===== src/sv/bsp_pkg.sv =====
// ----------------------------------------------------------------------------
// bsp_pkg
// Types and constants shared by the buffer slot pool modules.
// ----------------------------------------------------------------------------
`timescale 1ns / 1ps
`default_nettype none

package bsp_pkg;

	localparam int KIND_W  = 3;
	localparam int SLOT_W  = 4;
	// slot numbers are 4 bits, so the pool never exceeds this
	localparam int MAX_POOL = 16;

	typedef enum logic [KIND_W-1:0] {
		KIND_CREATE      = 3'd0,
		KIND_ACQUIRE     = 3'd1,
		KIND_PUT         = 3'd2,
		KIND_RELEASE     = 3'd3,
		KIND_RELEASE_ALL = 3'd4
	} kind_t;

	typedef struct packed {
		kind_t             kind;
		logic [SLOT_W-1:0] slot;
	} op_t;

	typedef struct packed {
		logic [SLOT_W-1:0] slot;
		logic              status;
	} result_t;

endpackage

`default_nettype wire


===== src/sv/bsp_if.sv =====
// ----------------------------------------------------------------------------
// bsp_in_if / bsp_out_if
// Valid/ready channels for operation items and result items.
// ----------------------------------------------------------------------------
`timescale 1ns / 1ps
`default_nettype none

interface bsp_in_if;
	logic                       valid;
	logic                       ready;
	logic [bsp_pkg::KIND_W-1:0] kind;
	logic [bsp_pkg::SLOT_W-1:0] slot;

	modport source (output valid, output kind, output slot, input ready);
	modport sink   (input valid, input kind, input slot, output ready);
endinterface

interface bsp_out_if;
	logic                       valid;
	logic                       ready;
	logic [bsp_pkg::SLOT_W-1:0] slot_out;
	logic                       status;

	modport source (output valid, output slot_out, output status, input ready);
	modport sink   (input valid, input slot_out, input status, output ready);
endinterface

`default_nettype wire


===== src/sv/bsp_prio_enc.sv =====
// ----------------------------------------------------------------------------
// bsp_prio_enc
// Lowest-set-bit priority encoder over the slot bitmap.
// ----------------------------------------------------------------------------
`timescale 1ns / 1ps
`default_nettype none

module bsp_prio_enc #(
	parameter int WIDTH = 16
) (
	input  wire logic [WIDTH-1:0]           bits,
	output logic                            hit,
	output logic [bsp_pkg::SLOT_W-1:0]      index
);

	always_comb begin
		index = '0;
		// scan downward so the lowest set bit wins
		for (int i = WIDTH - 1; i >= 0; i--) begin
			if (bits[i]) begin
				index = bsp_pkg::SLOT_W'(i);
			end
		end
		hit = |bits;
	end

endmodule

`default_nettype wire


===== src/sv/bsp_map_unit.sv =====
// ----------------------------------------------------------------------------
// bsp_map_unit
// Present/available bitmaps and the combinational operation decode.
// ----------------------------------------------------------------------------
`timescale 1ns / 1ps
`default_nettype none

module bsp_map_unit #(
	parameter int POOL = 16
) (
	input  wire logic              clk,
	input  wire logic              arst_n,
	input  wire logic              update,
	input  wire bsp_pkg::op_t      op,
	output bsp_pkg::result_t       result
);

	localparam logic [POOL-1:0] ONE = POOL'(1);

	logic [POOL-1:0] present_q;
	logic [POOL-1:0] avail_q;
	logic [POOL-1:0] present_d;
	logic [POOL-1:0] avail_d;

	logic [POOL-1:0] slot_bit;
	logic [POOL-1:0] free_bit;
	logic [POOL-1:0] grab_bit;

	logic                       free_hit;
	logic                       grab_hit;
	logic [bsp_pkg::SLOT_W-1:0] free_idx;
	logic [bsp_pkg::SLOT_W-1:0] grab_idx;

	bsp_prio_enc #(.WIDTH(POOL)) u_free_enc (
		.bits  (~present_q),
		.hit   (free_hit),
		.index (free_idx)
	);

	bsp_prio_enc #(.WIDTH(POOL)) u_grab_enc (
		.bits  (present_q & avail_q),
		.hit   (grab_hit),
		.index (grab_idx)
	);

	// slots beyond the pool shift out to zero, so they never match
	assign slot_bit = ONE << op.slot;
	assign free_bit = ONE << free_idx;
	assign grab_bit = ONE << grab_idx;

	always_comb begin
		present_d     = present_q;
		avail_d       = avail_q;
		result.slot   = op.slot;
		result.status = 1'b1;
		unique case (op.kind)
			bsp_pkg::KIND_CREATE: begin
				result.slot = '0;
				if (free_hit) begin
					present_d     = present_q | free_bit;
					avail_d       = avail_q | free_bit;
					result.slot   = free_idx;
					result.status = 1'b0;
				end
			end
			bsp_pkg::KIND_ACQUIRE: begin
				result.slot = '0;
				if (grab_hit) begin
					avail_d       = avail_q & ~grab_bit;
					result.slot   = grab_idx;
					result.status = 1'b0;
				end
			end
			bsp_pkg::KIND_PUT: begin
				if (|(present_q & slot_bit)) begin
					avail_d       = avail_q | slot_bit;
					result.status = 1'b0;
				end
			end
			bsp_pkg::KIND_RELEASE: begin
				if (|(present_q & slot_bit)) begin
					present_d     = present_q & ~slot_bit;
					avail_d       = avail_q & ~slot_bit;
					result.status = 1'b0;
				end
			end
			bsp_pkg::KIND_RELEASE_ALL: begin
				present_d     = '0;
				avail_d       = '0;
				result.status = 1'b0;
			end
			default: begin
				result.status = 1'b1;
			end
		endcase
	end

	always_ff @(posedge clk or negedge arst_n) begin
		if (!arst_n) begin
			present_q <= '0;
			avail_q   <= '0;
		end else if (update) begin
			present_q <= present_d;
			avail_q   <= avail_d;
		end
	end

endmodule

`default_nettype wire


===== src/sv/buffer_slot_pool_core.sv =====
// ----------------------------------------------------------------------------
// buffer_slot_pool_core
// Bitmap slot allocator: create, acquire, put back, release, release all.
// ----------------------------------------------------------------------------
//  channel  dir  handshake     payload
//  req      in   valid/ready   kind[2:0], slot[3:0]
//  rsp      out  valid/ready   slot_out[3:0], status
//
//  One item per cycle unless rsp stalls.
//  The item register feeds the bitmap decode, which writes the result register.
//  Bitmaps update as the item moves into the result register, so the next item
//  sees them. arst_n clears both bitmaps and both valid flags.
//  A stalled rsp holds its result; req stays ready until the item register
//  is also full.
// ----------------------------------------------------------------------------
`timescale 1ns / 1ps
`default_nettype none

module buffer_slot_pool_core #(
	parameter int SLOT_COUNT = 16
) (
	input  wire logic  clk,
	input  wire logic  arst_n,
	bsp_in_if.sink     req,
	bsp_out_if.source  rsp
);

	localparam int POOL_SIZE = (SLOT_COUNT < bsp_pkg::MAX_POOL) ? SLOT_COUNT
		: bsp_pkg::MAX_POOL;

	logic             valid_s1;
	bsp_pkg::op_t     op_s1;
	logic             valid_s2;
	bsp_pkg::result_t res_s2;
	bsp_pkg::result_t res_d;
	logic             advance;

	assign advance   = !valid_s2 || rsp.ready;
	assign req.ready = !valid_s1 || advance;

	always_ff @(posedge clk or negedge arst_n) begin
		if (!arst_n) begin
			valid_s1 <= 1'b0;
		end else if (req.ready) begin
			valid_s1 <= req.valid;
		end
	end

	always_ff @(posedge clk) begin
		if (req.ready && req.valid) begin
			op_s1.kind <= bsp_pkg::kind_t'(req.kind);
			op_s1.slot <= req.slot;
		end
	end

	bsp_map_unit #(.POOL(POOL_SIZE)) u_map (
		.clk    (clk),
		.arst_n (arst_n),
		.update (valid_s1 && advance),
		.op     (op_s1),
		.result (res_d)
	);

	always_ff @(posedge clk or negedge arst_n) begin
		if (!arst_n) begin
			valid_s2 <= 1'b0;
		end else if (advance) begin
			valid_s2 <= valid_s1;
		end
	end

	always_ff @(posedge clk) begin
		if (advance && valid_s1) begin
			res_s2 <= res_d;
		end
	end

	assign rsp.valid    = valid_s2;
	assign rsp.slot_out = res_s2.slot;
	assign rsp.status   = res_s2.status;

endmodule

`default_nettype wire


===== src/flat_wrapper.sv =====
// flat-port wrapper written by rule: the top's interface ports become plain ports
module buffer_slot_pool_core_flat 
#(
	parameter int SLOT_COUNT = 16
)
  (clk, arst_n, req_valid, req_kind, req_slot, req_ready, rsp_valid, rsp_slot_out, rsp_status, rsp_ready);
  bsp_in_if req_i ();
  bsp_out_if rsp_i ();
  input  wire logic clk;
  input  wire logic arst_n;
  input wire logic [$bits(req_i.valid)-1:0] req_valid;
  input wire logic [$bits(req_i.kind)-1:0] req_kind;
  input wire logic [$bits(req_i.slot)-1:0] req_slot;
  output wire logic [$bits(req_i.ready)-1:0] req_ready;
  output wire logic [$bits(rsp_i.valid)-1:0] rsp_valid;
  output wire logic [$bits(rsp_i.slot_out)-1:0] rsp_slot_out;
  output wire logic [$bits(rsp_i.status)-1:0] rsp_status;
  input wire logic [$bits(rsp_i.ready)-1:0] rsp_ready;
  assign req_i.valid = req_valid;
  assign req_i.kind = req_kind;
  assign req_i.slot = req_slot;
  assign req_ready = req_i.ready;
  assign rsp_valid = rsp_i.valid;
  assign rsp_slot_out = rsp_i.slot_out;
  assign rsp_status = rsp_i.status;
  assign rsp_i.ready = rsp_ready;
  buffer_slot_pool_core #(.SLOT_COUNT(SLOT_COUNT)) u_core (.clk(clk), .arst_n(arst_n), .req(req_i), .rsp(rsp_i));
endmodule

===== config.mk =====
export PLATFORM = sky130hd
export DESIGN_NAME = buffer_slot_pool_core_flat
export DESIGN_NICKNAME = d
export VERILOG_FILES = /design/src/sv/bsp_pkg.sv /design/src/sv/bsp_if.sv /design/src/sv/bsp_prio_enc.sv /design/src/sv/bsp_map_unit.sv /design/src/sv/buffer_slot_pool_core.sv /design/src/flat_wrapper.sv
export SDC_FILE = /design/constraint.sdc
export NUM_CORES = 1
export LEC_CHECK = 0
export BUFFER_PORTS_ARGS = -buffer_cell sky130_fd_sc_hd__buf_2
export CORE_UTILIZATION = 30
export DETAILED_ROUTE_END_ITERATION = 10
export PLACE_DENSITY = 0.45
export SYNTH_ARGS = -nofsm -noshare
export SYNTH_HDL_FRONTEND = slang
export SYNTH_SLANG_ARGS = --single-unit

===== constraint.sdc =====
create_clock -name clk -period 3.4 [get_ports clk]
set_input_delay 0.68 -clock clk [delete_from_list [all_inputs] [get_ports clk]]
set_output_delay 0.68 -clock clk [all_outputs]
set_load 0.02 [all_outputs]

==> results_dict.tcl, run 1 <==
set metrics [dict create \
    via_count 3485 \
    max_freq_ghz 0.357 \
    drt-pass1-iter-count 7 \
    ctsHoldBuffers 0 \
    synth_edf_count 12 \
    yosys.cell_types.count 71 \
    ctsResizeCount 0 \
    fill_cells 1161 \
    synthCells 423 \
    drt_iter0_markers 361 \
    crit_type "reg2reg" \
    overflow 0 \
    hpwl_um 9030 \
    wirelength_um 12500 \
    ys_seq_elements 46 \
    cts_num_sinks 46 \
    drc_errors 0 \
    crit_required_ns 3.58 \
    period_share 0.824 \
    wire_per_inst_um 22.1 \
    synth_compound_area_frac 0.299 \
    slew_viol_final 0 \
    die_y_um 111 \
    ys_seq_area_frac 0.342 \
    maxSlewHeadroom 0.253 \
    grtUsageTotal 0.204 \
    fin_tns_setup_ns 0 \
    arrival_ns 2.98 \
    ant_nets 0 \
    dieArea_um2 12300 \
    htreeDepth 2 \
    final_util 0.333 \
    run_status "finished, final reports clean" \
    worst_setup_path_start_kind "flop" \
    syn_area_per_cell_um2 8.38 \
    synth_mux_area_frac 0.0240 \
    cp_max_fo 27 \
    grt_pass1_vias 3307 \
    rsz0062_at_grt "no" \
    numCtsBuffers 5 \
    areaGrowthSynthToFinish_pct 7.63 \
    antenna_found_initial 0 \
    grt_pass1_wl_um 19400 \
    worstMarginPinSlew_ns 1.12 \
    core_um2 11500 \
    cap_violations 0 \
    gr-max-usage-layer "met2" \
    clk_path_buf_depth 2 \
    start_util 0.309 \
    ioPinCount 18 \
    path_clk_slew_ns 0.07 \
    cp-end-kind "flop" \
    nNetsFinal 430 \
    globalplace.congestion 0.864 \
    yosys.area_share.simple 0.277 \
    synth_xor_xnor_area_share 0 \
    syn_area_um2 3540 \
    cts-root-buf "clkbuf_16" \
    clock_latency_ns 0.30 \
    grt_use_met2 0.299 \
    viasPerCell 6.19 \
    synth_flop_cell "dfrtp_1" \
    powerDensity_nw_per_um2 438 \
    fp.dieW_um 111 \
    synth_top_family_by_area "compound AO/OA/AOI/OAI gates" \
    diodes 0 \
    cts_setup_buffers 0 \
    fin_crit_ns 2.80 \
    met3_usage 0.0492 \
    portBuffers 17 \
    cts_tree "done" \
    hold_class "in2async" \
    ir_drop_v 0.000263 \
    ys_async_sr_fraction 0.739 \
    gr-usage-met1 0.271 \
    drive_gt1_frac 0.121 \
    p_leak_uw 0.00145 \
    synth-adder-area-share 0 \
    grt_max_degree 35 \
    fin_skew_ns 0.00553 \
    synth_nets 434 \
    setup_viol 0 \
    hold_violations 0 \
    rows 39 \
    ys_warn_count 0 \
]
-- cells in the final DEF (no fill, tap or decap), types with 3 or more instances in the layout --
cell type / instances
clkbuf_16: 5
a21o_1: 3
nand3b_1: 3
o21ai_1: 6
nor3_1: 9
nand2_1: 56
edfxtp_1: 12
a22o_1: 3
o2111ai_1: 12
o311ai_1: 3
a21oi_1: 18
dfrtp_1: 34
nand2b_1: 13
a211oi_1: 4
nor4_1: 4
nor2_1: 46
nor2b_1: 3
buf_4: 6
inv_1: 6
or3_1: 5
o21ai_0: 39
nand4_1: 7
a221o_1: 4
mux2i_1: 7
o211ai_1: 5
a22oi_1: 9
a31oi_1: 13
buf_2: 17
o31ai_1: 4
o31a_1: 4
nand3_1: 6
and2_1: 3
-- worst max-delay path, stage by stage (launching register included) --
cell and delay (ns):
edfxtp_1 0.75, nor4b_2 0.70, a22oi_1 0.14, nand4_1 0.16, nor2_1 0.08, nand3b_4 0.38
a221o_1 0.46
-- metrics by stage --
stage / total power (uW) / cell area, um^2 / worst slack (ns) / std cells / hold WS (ns)
2_1_floorplan: 1050 / 3540 / 1.37 / 423 / 0.384
3_3_place_gp: 1170 / 3670 / 0.525 / 555 / 0.469
3_5_place_dp: 1170 / 3670 / 0.670 / 555 / 0.489
4_1_cts: 1680 / 3810 / 0.655 / 563 / 0.506
5_1_grt: 1760 / 3810 / 0.512 / 563 / 0.542
6_report: 1670 / 3810 / 0.598 / 563 / 0.484
-- sequential cells by signal (all words and copies together), names as in the netlist --
name,flops
u_core.u_map.present_q,16
u_core.rsp.status,1
u_core.rsp.valid,1
u_core.rsp.slot_out,4
u_core.op_s1,7
u_core.u_map.avail_q,16
u_core.valid_s1,1
-- metal layers --
layer	up-vias	routed length (um)
met5	-	0
met1	1646	5450
li1	1600	-
met4	0	585
met2	188	5440
met3	51	979
-- cells by family (layout without fill, tap and decap cells) --
| kind of cell | after synthesis | count (layout) |
|---|---|---|
| AOI/OAI and AO/OA | 150 | 150 |
| buffers and inverters | 40 | 37 |
| DFF | 46 | 46 |
| muxes | 8 | 8 |
| and+or+nand+nor | 179 | 179 |
-- synthesized netlist by cell type (all sizes together) (10+ instances only) --
cell     instances  area (um^2)
buf             21          133
dfrtp           34          851
a31oi           14          103
nand2           56          210
nand2b          14         95.1
clkbuf          13         52.6
o2111ai         12          105
a21oi           18         90.1
nor2            46          173
edfxtp          12          360
o21ai           45          225
a22oi           10         80.1
-- report_power, final --
group / leakage, uW / internal (uW) / switching, uW
registers: 0.000551 / 646 / 158
clock network: 0.0000698 / 273 / 228
logic: 0.000825 / 153 / 213
-- path summary, 6_finish.rpt --
path | from | endpoint | slack [ns] | cells past startpoint
min in group clk | u_core.valid_s1$_DFFE_PN0N_ | u_core.rsp.valid$_DFFE_PN0P_ | 0.50 | 1
setup reg to reg | u_core.op_s1[1]$_DFFE_PP_ | u_core.u_map.avail_q[14]$_DFFE_PN0P_ | 0.60 | 6
setup / recovery | u_core.op_s1[1]$_DFFE_PP_ | u_core.u_map.avail_q[14]$_DFFE_PN0P_ | 0.60 | 6
max in group asynchronous | arst_n | u_core.u_map.avail_q[13]$_DFFE_PN0P_ | 2.40 | 1
hold reg to reg | u_core.valid_s1$_DFFE_PN0N_ | u_core.rsp.valid$_DFFE_PN0P_ | 0.50 | 1
hold / removal | arst_n | u_core.u_map.avail_q[0]$_DFFE_PN0P_ | 0.48 | 1
-- area by class of cell --
class                      count  area [um^2]  area share
multi-input combinational    337         2120       0.557
sequential                    46         1210       0.318
tap                          143          179      0.0469
timing repair buffer          23          130      0.0341
clock buffer                   5          125      0.0328
inverter                       6         22.5     0.00591
clock inverter                 3         21.3     0.00558
Power figures use the tool's default switching activity.
==> inputs of run 2 (changes only) <==
- ABC_AREA: not set -> 1
- PLACE_DENSITY: 0.45 -> 0.46
- clock period: 3.4 -> 2.4 ns (I/O delays scaled with it)
==> results_dict.tcl, run 2 <==
set metrics [dict create \
    run_status "finished, final reports clean" \
    cap_violations 0 \
    cp-end-kind "flop" \
    fin_ws_ns 0.0817 \
    mostFrequentLayoutCell "nand2_1" \
    powerDensity_nw_per_um2 1090 \
    arrival_ns 2.53 \
    ys_seq_area_frac 0.344 \
    path_clk_slew_ns 0.07 \
    die_y_um 110 \
    mostFrequentLayoutCells "nand2_1, buf_4, nor2_1, inv_1, a21oi_1" \
    numCtsBuffers 5 \
    wire_per_inst_um 18.6 \
    antenna_found_initial 0 \
    multiInputGateArea_um2 2060 \
    fill_cells 1241 \
    synth_flop_cell "dfrtp_1" \
    gr-usage-met1 0.338 \
    ys_seq_elements 46 \
    regToRegSetupSlack_ns 0.08 \
    rsz0062_at_grt "yes" \
    drt-pass1-iter-count 5 \
    fin_tns_setup_ns 0 \
    fin_crit_ns 2.32 \
    yosys.cell_types.count 38 \
    synth_common_cells "nand2_1, nor2_1, inv_1, a21oi_1, nand3_1" \
    synth_top_area_cell "dfrtp_1" \
    syn_area_um2 3520 \
    clock_latency_ns 0.30 \
    setup_viol 0 \
    reg.largest.list "u_core.u_map.avail_q: 16 flops, u_core.u_map.present_q: 16 flops, u_core.op_s1: 7 flops" \
    ant_nets 0 \
    cp_max_fo 15 \
    diodes 0 \
    via_count 3875 \
    met3_usage 0.0370 \
    worst_setup_path_start_kind "flop" \
    cts-root-buf "clkbuf_16" \
    dpl_worst_slack_ns -0.0868 \
    ys_async_sr_fraction 0.739 \
    nNetsFinal 592 \
    start_util 0.308 \
    synth_nets 527 \
    hpwl_um 10400 \
    netlist.area_leader.share 0.242 \
    fp.dieW_um 110 \
    fin_skew_ns 0.00627 \
    viasPerCell 5.34 \
    ioPinCount 18 \
    htreeDepth 2 \
    slew_viol_final 0 \
    period_share 0.966 \
    synth.most_common_cell "nand2_1" \
    overflow 0 \
    grt_max_degree 35 \
    dp_cells 707 \
    grtUsageTotal 0.233 \
    gr-max-usage-layer "met2" \
    hold_class "in2async" \
    globalplace.congestion 0.953 \
    grt_pass1_vias 3636 \
    maxSlewHeadroom 0.450 \
    clk_path_buf_depth 2 \
    max_freq_ghz 0.431 \
    yosys-top-cells-area "dfrtp_1, nand2_1, edfxtp_1, a21oi_1, nor2_1" \
    crit_required_ns 2.62 \
    worstMarginPinSlew_ns 0.825 \
    dieArea_um2 12200 \
    cts_tree "done" \
    areaGrowthSynthToFinish_pct 25.0 \
    hold_violations 0 \
    ys_warn_count 0 \
    seq_area_um2 1210 \
    final_util 0.385 \
    fin_cells 725 \
    rows 39 \
    portBuffers 17 \
    syn_area_per_cell_um2 6.82 \
    ir_drop_v 0.000485 \
    wirelength_um 13500 \
    grt_pass1_wl_um 20600 \
    cts_num_sinks 46 \
    drt_iter0_markers 372 \
    synth_edf_count 12 \
    drc_errors 0 \
    p_leak_uw 0.00199 \
    core_um2 11400 \
    synthCells 516 \
    crit_type "reg2reg" \
    drive_gt1_frac 0.237 \
    grt_use_met2 0.353 \
]
==> run 2: final timing paths <==
path                                                          endpoint  cells past startpoint                   startpoint
worst max-delay path             u_core.u_map.present_q[6]$_DFFE_PN0P_                     13    u_core.op_s1[1]$_DFFE_PP_
worst min register to register            u_core.rsp.valid$_DFFE_PN0P_                      2  u_core.valid_s1$_DFFE_PN0N_
worst min-delay path            u_core.u_map.present_q[14]$_DFFE_PN0P_                      1                       arst_n
worst max register to register   u_core.u_map.present_q[6]$_DFFE_PN0P_                     13    u_core.op_s1[1]$_DFFE_PP_
max in group asynchronous        u_core.u_map.present_q[0]$_DFFE_PN0P_                      1                       arst_n
min in group clk                             u_core.op_s1[3]$_DFFE_PP_                      1                  req_slot[3]
==> run 2: worst max-delay path, cell delays in order (launching register included) <==
cell	delay [ns]
edfxtp_1	0.43
buf_4	0.19
nand3_1	0.11
nor2_1	0.09
inv_1	0.11
o22ai_1	0.10
nor3_2	0.27
nand4_1	0.21
o21ai_2	0.22
nor2_4	0.06
inv_4	0.10
nor2_4	0.04
buf_12	0.14
o22ai_1	0.16
==> run 2: final cells by class <==
class	instances	area share
Sequential cell	46	0.276
Inverter	63	0.0586
Timing Repair Buffer	74	0.122
Tap cell	143	0.0407
Clock buffer	5	0.0284
Clock inverter	3	0.00484
Multi-Input combinational cell	391	0.469
==> run 2: per-stage QoR <==
stage	total power (uW)	area, um^2	hold slack, ns
after CTS	4620	4240	0.319
after detailed placement	3880	4080	0.467
after global placement	3890	4080	0.457
final	4790	4400	0.259
after floorplan	2890	3520	0.184
after global routing	5120	4400	0.339
==> run 2: timing repair <==
item / CTS / global route
resized for setup: 3 / 25
hold buffers: 0 / 0
endpoints found under the setup margin: 32 / 32
setup buffers: 0 / 10
endpoints found under the hold margin: 0 / 0
pin swaps: 0 / 7
==> run 2: kinds of logic (layout without fill, tap and decap cells) <==
group / after synthesis / in the layout / synth area share
AO/OA/AOI/OAI: 113 / 113 / 0.193
AND/OR/NAND/NOR: 278 / 278 / 0.369
buffers and inverters: 79 / 145 / 0.0939
flip-flops: 46 / 46 / 0.344
==> run 2: power breakdown <==
group	switching, uW	total (uW)	internal [uW]
clock	332	719	387
sequential	356	1450	1090
combinational	1670	2620	952
total	2360	4790	2430
==> run 2: routing by layer <==
metal / vias to the layer above / share of wire
met3: 21 / 0.065
met4: 0 / 0.022
met1: 1816 / 0.47
li1: 1882 / -
met2: 156 / 0.44
met5: - / 0
==> inputs of run 3 (changes only) <==
- CORE_UTILIZATION: 30 -> 45
- PLACE_DENSITY: 0.46 -> not set
- PLACE_DENSITY_LB_ADDON: not set -> 0.05
==> results_dict.tcl, run 3 (synthesis results as in run 2) <==
set metrics [dict create \
    run_status "finished, final reports clean" \
    p_leak_uw 0.00193 \
    drt-pass1-iter-count 6 \
    hpwl_um 10000 \
    max_stage_delay_ns 0.50 \
    p_seq_frac 0.327 \
    grtUsageTotal 0.325 \
    wirelength_um 13300 \
    dp_cells 658 \
    cts_num_sinks 46 \
    globalplace.congestion 1.03 \
    final_util 0.571 \
    diodes 0 \
    cap_violations 0 \
    worst_setup_path_start_kind "flop" \
    fin_crit_ns 2.34 \
    path_clk_slew_ns 0.10 \
    worstMarginPinSlew_ns 0.845 \
    mostFrequentLayoutCell "nand2_1" \
    start_util 0.475 \
    grt_max_degree 35 \
    period_share 0.976 \
    clock_latency_ns 0.31 \
    core_um2 7410 \
    ctsHoldBuffers 0 \
    rows 31 \
    max_freq_ghz 0.427 \
    placed_area_um2 3980 \
    cts-root-buf "clkbuf_8" \
    drc_errors 0 \
    nNetsFinal 584 \
    powerDensity_nw_per_um2 1070 \
    cp_max_fo 8 \
    grt_pass1_wl_um 20400 \
    ir_drop_v 0.000373 \
    cts_tree "done" \
    fp.dieW_um 90.4 \
    power.total_uw 4510 \
    hold_violations 0 \
    die_y_um 90.4 \
    multiInputGateArea_um2 2080 \
    arrival_ns 2.55 \
    setup_viol 0 \
    fin_cells 673 \
    numCtsBuffers 5 \
    drt_iter0_markers 445 \
    mostFrequentLayoutCells "nand2_1, nor2_1, inv_1, buf_4, a21oi_1" \
    rsz0062_at_grt "yes" \
    crit_buf_inv 4 \
    crit_type "reg2reg" \
    fill_cells 723 \
    path_delay_family "compound AO/OA/AOI/OAI gates" \
    seq_area_um2 1210 \
    areaGrowthSynthToFinish_pct 20.2 \
    power_frac_comb 0.557 \
    via_count 4052 \
    swShare 0.521 \
    slew_viol_final 0 \
    viasPerCell 6.02 \
    cpMostUsedCell "a21oi_1" \
    drive_gt1_frac 0.226 \
    reg.largest.list "u_core.u_map.avail_q: 16 flops, u_core.u_map.present_q: 16 flops, u_core.op_s1: 7 flops" \
    portBuffers 17 \
    dieArea_um2 8180 \
    p_sw_uw 2350 \
    crit_required_ns 2.61 \
    clkPwrFrac 0.116 \
    maxSlewHeadroom 0.436 \
    wire_per_inst_um 19.7 \
    hold_class "in2async" \
    grt_pass1_vias 3671 \
    overflow 0 \
    htreeDepth 2 \
    ant_nets 0 \
    ioPinCount 18 \
    antenna_found_initial 0 \
    cp-end-kind "flop" \
    crit_chain "buf_4, nand3_2, nor2_4, inv_1, o22ai_2, nor3_1, nand4_1, inv_2, a21oi_4, buf_12, nand2_4, a21oi_1, a21oi_1" \
    clk_path_buf_depth 2 \
    stdcell_area_um2 4230 \
    fin_tns_setup_ns 0 \
    p_int_uw 2160 \
    slowest_stage "edfxtp_1" \
    fin_skew_ns 0.00859 \
]
-- run 3: changes by cell type in the layout (fill, tap and decap cells not counted), sizes merged --
cell / previous run / this run
buf: 74 / 65
inv: 59 / 62
clkinv: 5 / 3
clkinvlp: 2 / 1
nand2: 142 / 143
-- run 3: worst paths after layout --
| path | slack (ns) | end | startpoint | cells after the start |
|---|---|---|---|---|
| min in group clk | 0.33 | u_core.op_s1[4]$_DFFE_PP_ | req_kind[0] | 1 |
| worst max register to register | 0.06 | u_core.u_map.avail_q[12]$_DFFE_PN0P_ | u_core.op_s1[1]$_DFFE_PP_ | 13 |
| worst min register to register | 0.49 | u_core.rsp.valid$_DFFE_PN0P_ | u_core.valid_s1$_DFFE_PN0N_ | 2 |
| worst min-delay path | 0.26 | u_core.u_map.present_q[13]$_DFFE_PN0P_ | arst_n | 1 |
| max in group asynchronous | 1.61 | u_core.u_map.avail_q[6]$_DFFE_PN0P_ | arst_n | 1 |
| worst max-delay path | 0.06 | u_core.u_map.avail_q[12]$_DFFE_PN0P_ | u_core.op_s1[1]$_DFFE_PP_ | 13 |
-- run 3: power by group through the flow --
| stage | combinational (uW) | clock (uW) | sequential [uW] |
|---|---|---|---|
| finish | 2510 | 523 | 1470 |
| global route | 2760 | 559 | 1500 |
| CTS | 2330 | 536 | 1450 |
| detailed placement | 2320 | 0 | 1460 |
| global placement | 2320 | 0 | 1470 |
| floorplan | 1530 | 0 | 1360 |
-- run 3: timing repair --
action,in CTS,in global routing
endpoints found under the setup margin,2,32
gates cloned,0,1
gates resized for setup,1,24
setup buffers,0,6
pin swaps,0,6
-- run 3: metrics by stage --
| stage | hold slack (ns) | setup WS, ns |
|---|---|---|
| 4_1_cts | 0.283 | 0.0469 |
| 5_1_grt | 0.326 | -0.0529 |
| 3_3_place_gp | 0.454 | -0.00668 |
| 6_report | 0.258 | 0.0585 |
| 3_5_place_dp | 0.467 | 0.0161 |
| 2_1_floorplan | 0.184 | 0.463 |
-- run 3: per-layer routing --
metal / up-vias / track usage / wire length (um) / share of wire
met5: - / 0 / 0 / 0
met1: 1858 / 0.459 / 5670 / 0.43
met3: 51 / 0.0556 / 1330 / 0.10
met2: 270 / 0.492 / 5700 / 0.43
li1: 1873 / - / - / -
met4: 0 / 0.130 / 590 / 0.044
-- run 3: layout make-up --
class                   count  share of cell area
repair buffers             65               0.111
clock buffers               5              0.0163
multi-input cells         392               0.491
well taps                  99              0.0293
inverters                  63              0.0600
clock inverters             3             0.00591
flip-flops and latches     46               0.286
-- run 3: worst reg2reg max path: stages (launching register included) --
cell	delay (ns)
edfxtp_1	0.50
buf_4	0.17
nand3_2	0.12
nor2_4	0.16
inv_1	0.09
o22ai_2	0.18
nor3_1	0.08
nand4_1	0.14
inv_2	0.06
a21oi_4	0.25
buf_12	0.15
nand2_4	0.10
a21oi_1	0.15
a21oi_1	0.08
